--- src/hdl/lsdrs_store.sv ---
// Ping-pong entry stores A and B: one shared write port, one registered read.
// No package dependency.
`default_nettype none

module lsdrs_store #(
   parameter int DEPTH = 64,
   parameter int EW    = 36
) (
   input  wire logic                     clock,
   input  wire logic                     wr_en,
   input  wire logic                     wr_sel,
   input  wire logic [$clog2(DEPTH)-1:0] wr_addr,
   input  wire logic [EW-1:0]            wr_data,
   input  wire logic                     rd_sel,
   input  wire logic [$clog2(DEPTH)-1:0] rd_addr,
   output logic      [EW-1:0]            rd_data
);

   logic [EW-1:0] store_a_ff [DEPTH];
   logic [EW-1:0] store_b_ff [DEPTH];
   logic [EW-1:0] rd_a_ff;
   logic [EW-1:0] rd_b_ff;
   logic          rd_sel_ff;

   always_ff @(posedge clock) begin
      if (wr_en && !wr_sel) begin
         store_a_ff[wr_addr] <= wr_data;
      end
      rd_a_ff <= store_a_ff[rd_addr];
   end

   always_ff @(posedge clock) begin
      if (wr_en && wr_sel) begin
         store_b_ff[wr_addr] <= wr_data;
      end
      rd_b_ff <= store_b_ff[rd_addr];
   end

   always_ff @(posedge clock) begin
      rd_sel_ff <= rd_sel;
   end

   assign rd_data = rd_sel_ff ? rd_b_ff : rd_a_ff;

endmodule

`default_nettype wire

--- config.mk ---
export PLATFORM = sky130hd
export DESIGN_NAME = lsdrs_store
export DESIGN_NICKNAME = d
export VERILOG_FILES = /design/src/hdl/lsdrs_store.sv
export SDC_FILE = /design/constraint.sdc
export NUM_CORES = 2
export LEC_CHECK = 0
export BUFFER_PORTS_ARGS = -buffer_cell sky130_fd_sc_hd__buf_4
export CAP_MARGIN = 20
export CORE_ASPECT_RATIO = 0.9
export CORE_MARGIN = 1.5
export CORE_UTILIZATION = 25
export DETAILED_ROUTE_END_ITERATION = 10
export GPL_ROUTABILITY_DRIVEN = 0
export PLACE_DENSITY_LB_ADDON = 0.1
export SYNTH_ARGS = -nofsm -noshare
export SYNTH_HDL_FRONTEND = slang
export SYNTH_MEMORY_MAX_BITS = 65536
export SYNTH_SLANG_ARGS = --single-unit
--- constraint.sdc ---
create_clock -name clock -period 4.5 [get_ports clock]
set_input_delay 0.9 -clock clock [delete_from_list [all_inputs] [get_ports clock]]
set_output_delay 0.9 -clock clock [all_outputs]
set_load 0.02 [all_outputs]
# Word-level counts from Yosys, hierarchy flattened
# Memory sizes are Yosys's and may differ from the RTL's. A register that Yosys moved wholly into a read port is not among the register bits.
# Cells that the tools add are included.
dict set report word_totals {
  output_inout_bits 36
  word_cells 11
  n_memories 2
  register_bits 1
  ramBits 4608
  in_bits 52
}
# memory depth width rd rd_clocked_by_memory_dff write_ports line
set memory_table {}
lappend memory_table {store_a_ff 64 36 1 1 1 19} ;# logic [EW-1:0] store_a_ff [DEPTH];
lappend memory_table {store_b_ff 64 36 1 1 1 20} ;# logic [EW-1:0] store_b_ff [DEPTH];
dict set report op_classes {
  n_reduce_logical 3
  mux 5
}
# op n
set ops {}
lappend ops {{36-bit 2-to-1 mux} 1}
lappend ops {{1-bit 2-to-1 mux} 4}
lappend ops {{1-bit logical AND} 2}
lappend ops {{1-bit logical NOT} 1}

# Depth between registers and ports, before layout
dict set report depth {
  depth_word 4
  mapped_depth 10
}

# Worst setup path before layout
# Ideal clock, no wire load.
dict set report synth_timing {
  kind {input -> register}
  startpoint {in wr_addr[2]}
  endpoint {mem store_b_ff[52][0] (enable)}
  path_stages 6
  t_arrival_ps 3498
  setup_time_ps 429
  t_required_ps 4071
  setup_slack_ps 572
  cell_sequence {clkbuf_1 or3b_2 clkbuf_1 inv_1 nand2_1 nor2_1}
}
# item line
set synth_rtl {}
lappend synth_rtl {{from (decl)} 12} ;# input wire logic [$clog2(DEPTH)-1:0] wr_addr,
lappend synth_rtl {{to (decl)} 20}
# Straight into the memory's write port.

# Worst setup path after layout
dict set report layout_timing {
  startpoint {reg rd_sel_ff}
  endpoint {out rd_data[8]}
}
dict set report layout_between {
  elab_chain_cells 1
}
# item line
set layout_rtl {}
lappend layout_rtl {{from (decl)} 23} ;# logic rd_sel_ff;
lappend layout_rtl {{from (signal assigned)} 40} ;# rd_sel_ff <= rd_sel;
lappend layout_rtl {{36-bit 2-to-1 mux} 43} ;# assign rd_data = rd_sel_ff ? rd_b_ff : rd_a_ff;
lappend layout_rtl {{to (decl)} 16} ;# output logic [EW-1:0] rd_data
# No other way between the ends.

==> results.sh <==
export IMPL_placed_cell_area_um2=195000
export IMPL_htree_num_levels=6
export IMPL_cts_made_buffers=538
export IMPL_tightest_slew_ns=1.24
export IMPL_synthArstFlopShare=0
export IMPL_root_buffer="clkbuf_16"
export IMPL_grt_max_degree=129
export IMPL_hold_viol_final=0
export IMPL_grt_pass1_vias=89200
export IMPL_core_um2=702000
export IMPL_area_growth_pct=20.7
export IMPL_row_count=292
export IMPL_tritoncts="yes"
export IMPL_ioPinCount=88
export IMPL_track_usage=0.175
export IMPL_ant_nets=0
export IMPL_drt_pass1_iter_count=5
export IMPL_p_per_area_nw_per_um2=453
export IMPL_status="complete, no violations"
export IMPL_cts_resized=0
export IMPL_overflow=0
export IMPL_finalPower_mw=96.1
export IMPL_synthFlopType="edfxtp_1"
export IMPL_cap_viol_max_count=0
export IMPL_fin_skew_ns=0.0292
export IMPL_period_minus_slack_ns=3.88
export IMPL_yosys_warnings=0
export IMPL_drt_vias_per_instance=4.73
export IMPL_ys_types=36
export IMPL_fin_hold_ws_ns=0.123
export IMPL_critPathMaxFanout=22
export IMPL_startpoint_type="flip-flop"
export IMPL_grt_pass1_wl_um=843000
export IMPL_drc=0
export IMPL_clock_latency_ns=1.08
export IMPL_antenna_found_initial=89
export IMPL_start_util=0.251
export IMPL_end_kind="output port"
export IMPL_synth_seq_cells=4681
export IMPL_drive_above_1_share=0.325
export IMPL_ys_seq_area_frac=0.795
export IMPL_maxSlewViolCount=0
export IMPL_syn_inst=7529
export IMPL_fin_util=0.302
export IMPL_clkSlewWorstSetupHoldPaths_ns=0.06
export IMPL_dr_total_vias=86400
export IMPL_fin_area_um2=212000
export IMPL_dp_hpwl_um=384000
export IMPL_hp_class="primary input to flip-flop"
export IMPL_p_leak_nw=64.7
export IMPL_first_iter_violations=9312
export IMPL_die_x_um=887
export IMPL_dieHeight_um=799
export IMPL_nNetsFinal=8467
export IMPL_wl_per_cell_um=34.8
export IMPL_synth_edff_count=4608
export IMPL_wl_um=637000
export IMPL_required_ns=3.60
export IMPL_syn_num_nets=7581
export IMPL_io_buffers=87
export IMPL_post_route_period_util=0.863
export IMPL_synth_area_um2=176000
export IMPL_rsz0062_at_grt="no"
export IMPL_cts_sink_count=4681
export IMPL_clock_path_buffers=4
export IMPL_final_common_cell="edfxtp_1"
export IMPL_layout_common_cells="4608 x edfxtp_1, 1099 x mux4_2, 557 x clkbuf_16"
export IMPL_relSlewSlack=0.164
export IMPL_crit_arrival_ns=2.98
export IMPL_critPathKind="flip-flop to output port"
export IMPL_dieArea_um2=708000
export IMPL_ir_drop_uv=421
export IMPL_syn_area_per_cell_um2=23.4
export IMPL_fmax_mhz=258
export IMPL_setup_viol=0
[what timing repair did]
action | CTS | global route
hold buffers | 1 | 0
endpoints found under the hold margin | 1 | 0
buffers inserted | 0 | 0
[routing by layer]
layer  part of all wire  routed length, um  track usage
met5           0.000071                 45            0
met4              0.015               9770       0.0296
met3              0.056              35700       0.0286
met2               0.46             295000        0.278
met1               0.46             296000        0.257
[cell families (layout without fill, tap and decap cells)]
group | Yosys count | count (layout) | synth area share
flops | 4681 | 4681 | 0.795
mux | 1312 | 1312 | 0.154
compound gates | 746 | 746 | 0.0286
buf+inv | 448 | 1752 | 0.0131
simple gates | 342 | 342 | 0.00957
other cells | 0 | 37 | 0
[Yosys cell counts, types with 55 or more instances]
cell type  instances  area (um^2)
buf_4             75          563
edfxtp_1        4608       138000
buf_2             94          470
dfxtp_1           73         1460
mux2_2           102         1150
nor4_1            61          382
a211oi_1          61          458
mux2i_1          111         1110
o22ai_1          403         2520
nor2_1           136          510
o21ai_0           55          275
o221ai_1          73          639
mux4_2          1099        24800
clkbuf_1         199          747
a22oi_1           66          495
o21a_1            56          420
[final timing paths]
path,from,depth (start not counted),slack [ns],end
min reg2reg,store_b_ff[63][14],4,0.86,rd_b_ff[14]
max,rd_sel_ff,3,0.62,rd_data[8]
min,wr_data[5],1,0.12,store_a_ff[48][5]
max reg2reg,store_a_ff[51][24],6,1.96,rd_a_ff[24]
[where the power goes]
group / internal, mW / switching (mW)
clock: 24.1 / 18.0
combinational: 1.85 / 3.61
sequential: 48.1 / 0.298
[per-stage QoR]
step	setup WS [ns]	setup TNS [ns]	std cells
final	0.618	0	18300
after global routing	0.500	0	18300
after floorplan	0.572	0	7529
after detailed placement	0.164	0	17300
after CTS	0.483	0	18200
after global placement	-1.24	-11.29	17300
[worst max-delay path: stages (launching register included)]
cell	delay, ns
dfxtp_4	0.80
buf_4	0.35
mux2_2	0.48
buf_4	0.20
[final cells by class]
class	instances	area, um^2
Antenna cell	37	92.6
Clock buffer	710	14700
Clock inverter	248	1930
Fill cell	67500	490000
Inverter	9	33.8
Multi-Input combinational cell	2400	35000
Sequential cell	4681	140000
Tap cell	9408	11800
Timing Repair Buffer	785	8860
[flip-flops by register name, indices dropped and copies added (netlist names)]
| register | count |
|---|---|
| rd_a_ff | 36 |
| rd_sel_ff | 1 |
| store_a_ff | 2304 |
| store_b_ff | 2304 |
| rd_b_ff | 36 |
Note: power is estimated with default switching activity, not from simulation.
