File: config.mk
export PLATFORM = sky130hd
export DESIGN_NAME = lsdrs_digit
export DESIGN_NICKNAME = d
export VERILOG_FILES = /design/src/hdl/lsdrs_digit.sv
export SDC_FILE = /design/constraint.sdc
export NUM_CORES = 1
export LEC_CHECK = 0
export ABC_CLOCK_PERIOD_IN_PS = 9800
export BUFFER_PORTS_ARGS = -buffer_cell sky130_fd_sc_hd__buf_2
export CAP_MARGIN = 20
export CORE_AREA = 2 2 96 98
export DETAILED_ROUTE_END_ITERATION = 7
export DIE_AREA = 0 0 98 100
export GPL_TIMING_DRIVEN = 0
export PLACE_DENSITY_LB_ADDON = 0.3
export SLEW_MARGIN = 20
export SYNTH_ARGS = -nofsm -noshare
export SYNTH_HDL_FRONTEND = slang
export SYNTH_SLANG_ARGS = --single-unit
File: constraint.sdc
create_clock -name clock -period 9.8 [get_ports clock]
set_input_delay 0.98 -clock clock [delete_from_list [all_inputs] [get_ports clock]]
set_output_delay 0.98 -clock clock [all_outputs]
set_load 0.005 [all_outputs]
File: src/hdl/lsdrs_digit.sv
// Two-stage digit extractor: quotient and remainder of a value by RADIX,
// via reciprocal multiply plus one correction step. No package dependency.
`default_nettype none

module lsdrs_digit #(
   parameter int VB    = 16,
   parameter int RADIX = 10
) (
   input  wire logic                      clock,
   input  wire logic                      reset,
   input  wire logic                      in_valid,
   input  wire logic [VB-1:0]             in_value,
   input  wire logic [VB-1:0]             in_quot,
   output logic                           out_valid,
   output logic      [VB-1:0]             out_value,
   output logic      [VB-1:0]             out_quot,
   output logic      [$clog2(RADIX)-1:0]  out_digit
);

   localparam int DW = $clog2(RADIX);
   localparam int XW = VB + DW + 1;
   localparam logic [VB-1:0] RECIP = VB'((64'd1 << VB) / RADIX);

   logic            vld1_ff;
   logic [2*VB-1:0] prod1_ff;
   logic [VB-1:0]   quot1_ff;
   logic [VB-1:0]   value1_ff;

   logic [VB-1:0]   est;
   logic [XW-1:0]   est_r;
   logic [XW-1:0]   rem_full;
   logic [DW:0]     rem;
   logic            fix;
   logic [DW:0]     rem_fix;

   logic            vld2_ff;
   logic [VB-1:0]   value2_ff;
   logic [VB-1:0]   quot2_ff;
   logic [DW-1:0]   digit2_ff;

   always_ff @(posedge clock) begin
      if (reset) begin
         vld1_ff <= 1'b0;
         vld2_ff <= 1'b0;
      end else begin
         vld1_ff <= in_valid;
         vld2_ff <= vld1_ff;
      end
   end

   always_ff @(posedge clock) begin
      prod1_ff  <= (2*VB)'(in_quot) * (2*VB)'(RECIP);
      quot1_ff  <= in_quot;
      value1_ff <= in_value;
   end

   // estimate is the true quotient or one below it
   assign est      = prod1_ff[2*VB-1:VB];
   assign est_r    = XW'(est) * XW'(RADIX);
   assign rem_full = XW'(quot1_ff) - est_r;
   assign rem      = rem_full[DW:0];
   assign fix      = rem >= (DW+1)'(RADIX);
   assign rem_fix  = fix ? rem - (DW+1)'(RADIX) : rem;

   always_ff @(posedge clock) begin
      value2_ff <= value1_ff;
      quot2_ff  <= fix ? est + VB'(1) : est;
      digit2_ff <= rem_fix[DW-1:0];
   end

   assign out_valid = vld2_ff;
   assign out_value = value2_ff;
   assign out_quot  = quot2_ff;
   assign out_digit = digit2_ff;

endmodule

`default_nettype wire

; ---- Word level (Yosys, flattened, before mapping)
; Index checks and enable logic that the tools add are counted.
[op_classes]
n_addsub = 3
mul = 2
order_cmp = 1
n_mux = 2
[op_table]
columns = cell, count
row1 = $mul A16 B13 Y29 const B, 1
row2 = $add A13 B1 Y14 const B, 1
row3 = $mul A13 B3 Y4 const B, 1
row4 = $mux W13, 1
row5 = $ge A5 B4 Y1 const B, 1
row6 = $sub A5 B5 Y5, 1
row7 = $mux W4, 1
row8 = $sub A4 B4 Y4 const B, 1
[totals]
register_bits = 86
elab_cells = 17

; ---- Depth between registers and ports, before layout
; Gate-level depths: netlist of run 1.
[depth]
word_depth = 4
mapped_depth = 17

; ---- Worst setup path after synthesis of run 1
; Ideal clock, no wire load.
[synth_timing]
path_type = input to register
start = input port in_quot[1]
end = register prod1_ff[22]
setup_time_ps = 79
t_arrival_ps = 4930
slack_ps = 4791
path_stages = 15
path_cell_list = ha_1 > xor2_1 > ha_1 > fa_1 > fa_1 > inv_1 > fa_1 > inv_1 > ha_1 > a21oi_1 > o21ai_0 > a21oi_1 > a21oi_1 > or4_1 > o211ai_1
[synth_via]
elab_chain_cells = 1
[synth_lines]
columns = element, line
row1 = from (decl), 13  ; input wire logic [VB-1:0] in_quot,
row2 = $mul A16 B13 Y29, 52  ; prod1_ff <= (2*VB)'(in_quot) * (2*VB)'(RECIP);
row3 = to (signal assigned), 52
row4 = to (decl), 25  ; logic [2*VB-1:0] prod1_ff;
; Every way passes these cells.
; A chain may end at the register's enable or synchronous reset.

; ---- Final worst setup path of run 1
; Ends and elaborated chain as after synthesis.

==> results.cfg, run 1 <==
[synth]
syn-cell-area_um2 = 5441
synth-edff-count = 0
synth_ff_type = dfxtp_1
ys_types = 51
synth_most_common_cell = ha_1
synth_top_cell_by_area = dfxtp_1
ys_warn_count = 0
async_flop_share_pct = 0
ys_seq_area_share_pct = 25.75
synth_commonest_cells = 112 x ha_1, 102 x inv_1, 70 x dfxtp_1, 55 x fa_1
synth_top_area_share_pct = 25.75
syn_avg_cell_area_um2 = 10.53
syn_inst = 517
yosys_register_bits = 70
synthTopCellsByArea = dfxtp_1 26%, ha_1 26%, fa_1 20%, inv_1 7.0%, xnor2_1 2.9%

[cells_and_area]
syn_to_final_growth_pct = 12.37
layout.nets = 800
fill_cells = 708
drive_gt1_share_pct = 15.42
multiInputGateArea_um2 = 3612
diodes = 0
seq_area_um2 = 1401

[global_route]
grt_max_degree = 16
first_global_vias = 3840
grt_pass1_wl_mm = 17.04
track_usage_pct = 21.64
gr-total-overflow = 0
antenna_found_initial = 0

[floorplan]
die_h_um = 100
die-width_um = 98
coreArea_um2 = 8890
rows = 35
start_util_pct = 61.21
io_pins = 72
die_area_um2 = 9800

[power_and_ir_drop]
pwr-share-clk_pct = 11.1
p_total_mw = 1.901
power.density_nw_per_um2 = 310.8
internal-power_mw = 1.033
p_leak_nw = 3.281
ir_drop_mv = 0.1468
p_sw_share_pct = 45.66
comb_power_share_pct = 67.6
seq_power_share_pct = 21.3
p_switching_mw = 0.8678

[worst_setup_path]
required_ns = 10.06
crit_arrival_ns = 5.62
ff2ff_setup_slack_ns = 7.29
crit_end = prod1_ff[22]$_DFF_P_
crit_fanout = 7
r2r_end = out_quot[10]$_DFF_P_
end_kind = flop
crit_type = input pin to flop
startpoint = in_quot[1]
r2r-start = prod1_ff[16]$_DFF_P_
crit_path_start_kind = input pin
r2r_cells = 11

[detailed_routing]
via_per_inst = 5.192
post-route-drc-count = 0
routed_wirelength_mm = 10.06
firstDrtPassIters = 4
drt_iter0_markers = 142
wl_per_cell_um = 14.09
antenna_left = 0
vias = 3707

[cts]
htreeDepth = 3
clock-root-buffer = clkbuf_8
clockBufferDepth = 2
path_clk_slew_ns = 0.08
cts_made_buffers = 9
hold_buffers = 0
cts_sinks = 70
post_cts_buffers = 0
cts_resized = 0
clk_latency_ns = 0.34
tritoncts = yes

[place]
dp_hpwl_mm = 8.580
gp_congestion = 0.8813
numPortBuffers = 69

[sta]
max_clock_freq_ghz = 0.1864
rsz0062_at_grt = false
drv_slew = 0
hold_violations = 0
skew_ns = 0.009894
final.min_clock_period_ns = 5.364
worst_hold_slack_ns = 0.3264
setup_viol_count_final = 0
fin_crit_sh_pct = 54.74
setup_tns_ns = 0

[job]
maxCapViolCount = 0

[outcome]
status = finished clean

[worst_hold_path]
hp-class = flop to flop
==> stage by stage <==
stage                     instance area, um^2  util (%)  worst slack (ns)  std cells
after floorplan                          5445         -             4.791        518
after global placement                   5929     66.70             4.214        698
after detailed placement                 5929     66.70             4.078        698
after CTS                                6115     68.78             4.426        714
after global routing                     6115     68.78             4.143        714
final                                    6115     68.78             4.436        714
==> cell type report <==
| type | instances | share of cell area (%) |
|---|---|---|
| Multi-Input combinational cell | 337 | 59.08 |
| Sequential cell | 70 | 22.92 |
| Inverter | 102 | 6.262 |
| Timing Repair Buffer | 69 | 5.648 |
| Tap cell | 111 | 2.271 |
| Clock buffer | 9 | 2.026 |
| Clock inverter | 7 | 1.003 |
| Buffer | 9 | 0.7980 |
==> placed cells by master, fill, tap and decap left out, types with 6 or more instances in the layout <==
cell type  Yosys  layout
a21o_1        12      12
nor2_1        17      17
xor2_1        12      12
nand2_1       18      18
clkbuf_8       0       9
and3_1         7       7
nand4_1        6       6
o21ai_0        7       7
buf_2          0      69
fa_1          55      55
ha_1         112     112
a21oi_1       14      14
dfxtp_1       70      70
inv_1        102     102
clkbuf_1       6       6
xnor2_1       18      18
==> how the worst min path moves through the flow <==
stage / start / to / cells past startpoint
after floorplan: value1_ff[0]$_DFF_P_ / out_value[0]$_DFF_P_ / 0
after global placement: value1_ff[9]$_DFF_P_ / out_value[9]$_DFF_P_ / 0
after detailed placement: value1_ff[14]$_DFF_P_ / out_value[14]$_DFF_P_ / 0
after CTS: value1_ff[5]$_DFF_P_ / out_value[5]$_DFF_P_ / 0
after global routing: value1_ff[5]$_DFF_P_ / out_value[5]$_DFF_P_ / 0
final: value1_ff[5]$_DFF_P_ / out_value[5]$_DFF_P_ / 0
==> layer usage <==
metal  vias up  GRT usage (%)  routed length (um)
li1       1855              -                   -
met1      1755          26.36                4349
met2        86          39.94                5175
met3        11          3.134                 410
met4         0          6.303                 121
met5         -              0                   0
==> cell families after synthesis <==
| kind of cell | count (synthesis) | synth area share [%] |
|---|---|---|
| fa+ha+maj | 167 | 45.99 |
| compound gates | 62 | 8.117 |
| xor+xnor | 30 | 4.829 |
| buf+inv | 111 | 7.933 |
| mux | 1 | 0.1840 |
| other cells | 1 | 0.06892 |
| simple gates | 75 | 7.128 |
| flops | 70 | 25.75 |
==> worst max-delay path, stage by stage <==
cell	delay (ns)
buf_2	0.17
ha_1	0.37
xor2_1	0.16
ha_1	0.30
fa_1	0.52
fa_1	0.55
inv_1	0.06
fa_1	0.54
inv_1	0.05
ha_1	0.30
a21oi_1	0.23
o21ai_0	0.21
a21oi_1	0.30
a21oi_1	0.21
or4_1	0.55
o211ai_1	0.10
==> power by group through the flow <==
stage / registers, mW / logic (mW) / clock network (mW)
3_3_place_gp: 0.408 / 1.22 / 0
3_5_place_dp: 0.411 / 1.28 / 0
5_1_grt: 0.412 / 1.47 / 0.225
2_1_floorplan: 0.412 / 0.982 / 0
6_report: 0.405 / 1.28 / 0.211
4_1_cts: 0.404 / 1.29 / 0.215
==> sequential cells by signal, indices dropped and copies added, names as in the netlist <==
name and count:
value1_ff 16, vld1_ff 1, out_value 16, out_quot 14
out_digit 4, out_valid 1, quot1_ff 5, prod1_ff 13
Note: power is estimated with default switching activity, not from simulation.
==> run 2, diff against run 1 <==
--- a/config.mk
+++ b/config.mk
@@ -5,12 +5,12 @@
 export SDC_FILE = /design/constraint.sdc
 export NUM_CORES = 1
 export LEC_CHECK = 0
-export ABC_CLOCK_PERIOD_IN_PS = 9800
+export ABC_CLOCK_PERIOD_IN_PS = 4300
 export BUFFER_PORTS_ARGS = -buffer_cell sky130_fd_sc_hd__buf_2
 export CAP_MARGIN = 20
-export CORE_AREA = 2 2 96 98
+export CORE_AREA = 2 2 105 107
 export DETAILED_ROUTE_END_ITERATION = 7
-export DIE_AREA = 0 0 98 100
+export DIE_AREA = 0 0 107 109
 export GPL_TIMING_DRIVEN = 0
 export PLACE_DENSITY_LB_ADDON = 0.3
 export SLEW_MARGIN = 20
==> constraint.sdc (replaced) <==
create_clock -name clock -period 4.3 [get_ports clock]
set_input_delay 0.43 -clock clock [delete_from_list [all_inputs] [get_ports clock]]
set_output_delay 0.43 -clock clock [all_outputs]
set_load 0.005 [all_outputs]
==> results.cfg, run 2 (same netlist as run 1, synthesis figures left out) <==
[outcome]
status = finished clean

[detailed_routing]
route.met2.wl_mm = 5.528
antenna_left = 0
via_per_inst = 5.049
top_layer = met4
vias = 3787
wl_per_cell_um = 14.41
firstDrtPassIters = 4
drt_iter0_markers = 69
wl_met3_um = 488
post-route-drc-count = 0
routed_wirelength_mm = 10.81
met1_length_mm = 4.552

[power_and_ir_drop]
power.density_nw_per_um2 = 759.1
p_leak_nw = 3.360
ir_drop_mv = 0.4153

[sta]
fin_crit_sh_pct = 98.77
fin_ws_ns = 0.05298
setup_viol_count_final = 0
drv_slew = 0
skew_ns = 0.004750
max_clock_freq_ghz = 0.2355
setup_tns_ns = 0
hold_violations = 0
final.min_clock_period_ns = 4.247
worst_hold_slack_ns = 0.1888

[cts]
htreeDepth = 3
path_clk_slew_ns = 0.07
cts_made_buffers = 9
tritoncts = yes
cts_sinks = 70
clockBufferDepth = 2
hold_buffers = 0
clk_latency_ns = 0.34
clock-root-buffer = clkbuf_8

[floorplan]
io_pins = 72
rows = 38
die-width_um = 107
die_area_um2 = 11660
die_h_um = 109
coreArea_um2 = 10600
start_util_pct = 51.32

[place]
dpl_worst_slack_ns = -0.6738
numPortBuffers = 69
place_inst = 727
gp_congestion = 0.8724
dp_hpwl_mm = 8.513

[global_route]
antenna_found_initial = 0
gr-total-overflow = 0
first_global_vias = 3961
track_usage_pct = 19.07
grt_max_degree = 13
grt_pass1_wl_mm = 17.43

[worst_setup_path]
required_ns = 4.51
r2r-start = prod1_ff[16]$_DFF_P_
crit_path_start_kind = input pin
startpoint = in_quot[9]
crit_fanout = 6
crit_arrival_ns = 4.46
crit_type = input pin to flop
end_kind = flop

[cells_and_area]
drive_gt1_share_pct = 23.44
fill_cells = 833
finalNonFillerCells = 750
layout_common_cells = 100 x inv_1, 91 x ha_1, 70 x dfxtp_1
diodes = 0
syn_to_final_growth_pct = 21.82
layout_commonest_cell = inv_1
layout.nets = 807

[worst_hold_path]
min_from = in_value[13]
hp-class = input pin to flop

[job]
maxCapViolCount = 0
run 2: changes by cell type in the layout (fill, tap and decap cells not counted), sizes merged:
cell,change
clkinv,+2
clkbuf,+5
buf,+4
bufinv,+1
inv,-5
run 2: path summary, 6_finish.rpt:
| check | end | slack [ns] | depth (start not counted) |
|---|---|---|---|
| setup / recovery | prod1_ff[28]$_DFF_P_ | 0.05 | 17 |
| setup reg to reg | out_quot[10]$_DFF_P_ | 1.76 | 11 |
| hold reg to reg | out_value[11]$_DFF_P_ | 0.33 | 0 |
| hold / removal | value1_ff[13]$_DFF_P_ | 0.19 | 1 |
run 2: power by group:
part	switching (mW)	internal, mW	leakage [nW]
Sequential	0.0754	0.847	0.590
Clock	0.227	0.283	0.0955
Combinational	1.96	1.64	2.67
Total	2.26	2.77	3.36
run 2: area by class of cell:
type | count | area (um^2) | share of cell area, %
well taps | 140 | 175.2 | 2.643
plain buffers | 8 | 55.05 | 0.8305
flip-flops and latches | 70 | 1401 | 21.14
clock buffers | 11 | 141.4 | 2.133
multi-input cells | 337 | 3954 | 59.65
clock inverters | 5 | 58.81 | 0.8871
inverters | 102 | 382.9 | 5.776
repair buffers | 77 | 460.4 | 6.946
run 2: through the flow:
step,instance area [um^2],power [mW],utilization (%)
after global placement,6020,3.864,56.77
after CTS,6384,4.681,60.21
after floorplan,5499,3.285,-
final,6629,5.032,62.52
after global routing,6629,5.539,62.52
after detailed placement,6020,3.968,56.77
run 2: routing by layer:
metal  track usage [%]  up-vias
li1                  -     1864
met1             22.57     1807
met2             33.80       97
met3             3.586       19
met4             8.442        0
met5                 0        -
run 2: repair_timing:
item / CTS / global route
setup buffers: 3 / 5
cloned: 0 / 0
endpoints found under the setup margin: 12 / 9
gates resized for setup: 22 / 45
pin swaps: 12 / 25
run 2: worst max-delay path: stages:
cell and delay, ns:
clkbuf_4 0.17, ha_4 0.25, fa_1 0.52, fa_1 0.53, fa_1 0.56, inv_1 0.06
fa_1 0.52, inv_1 0.04, ha_2 0.38, nand2_1 0.10, nor2_2 0.13, buf_4 0.13
a21oi_4 0.06, a21boi_2 0.16, buf_6 0.14, a311o_1 0.17, o211ai_1 0.10
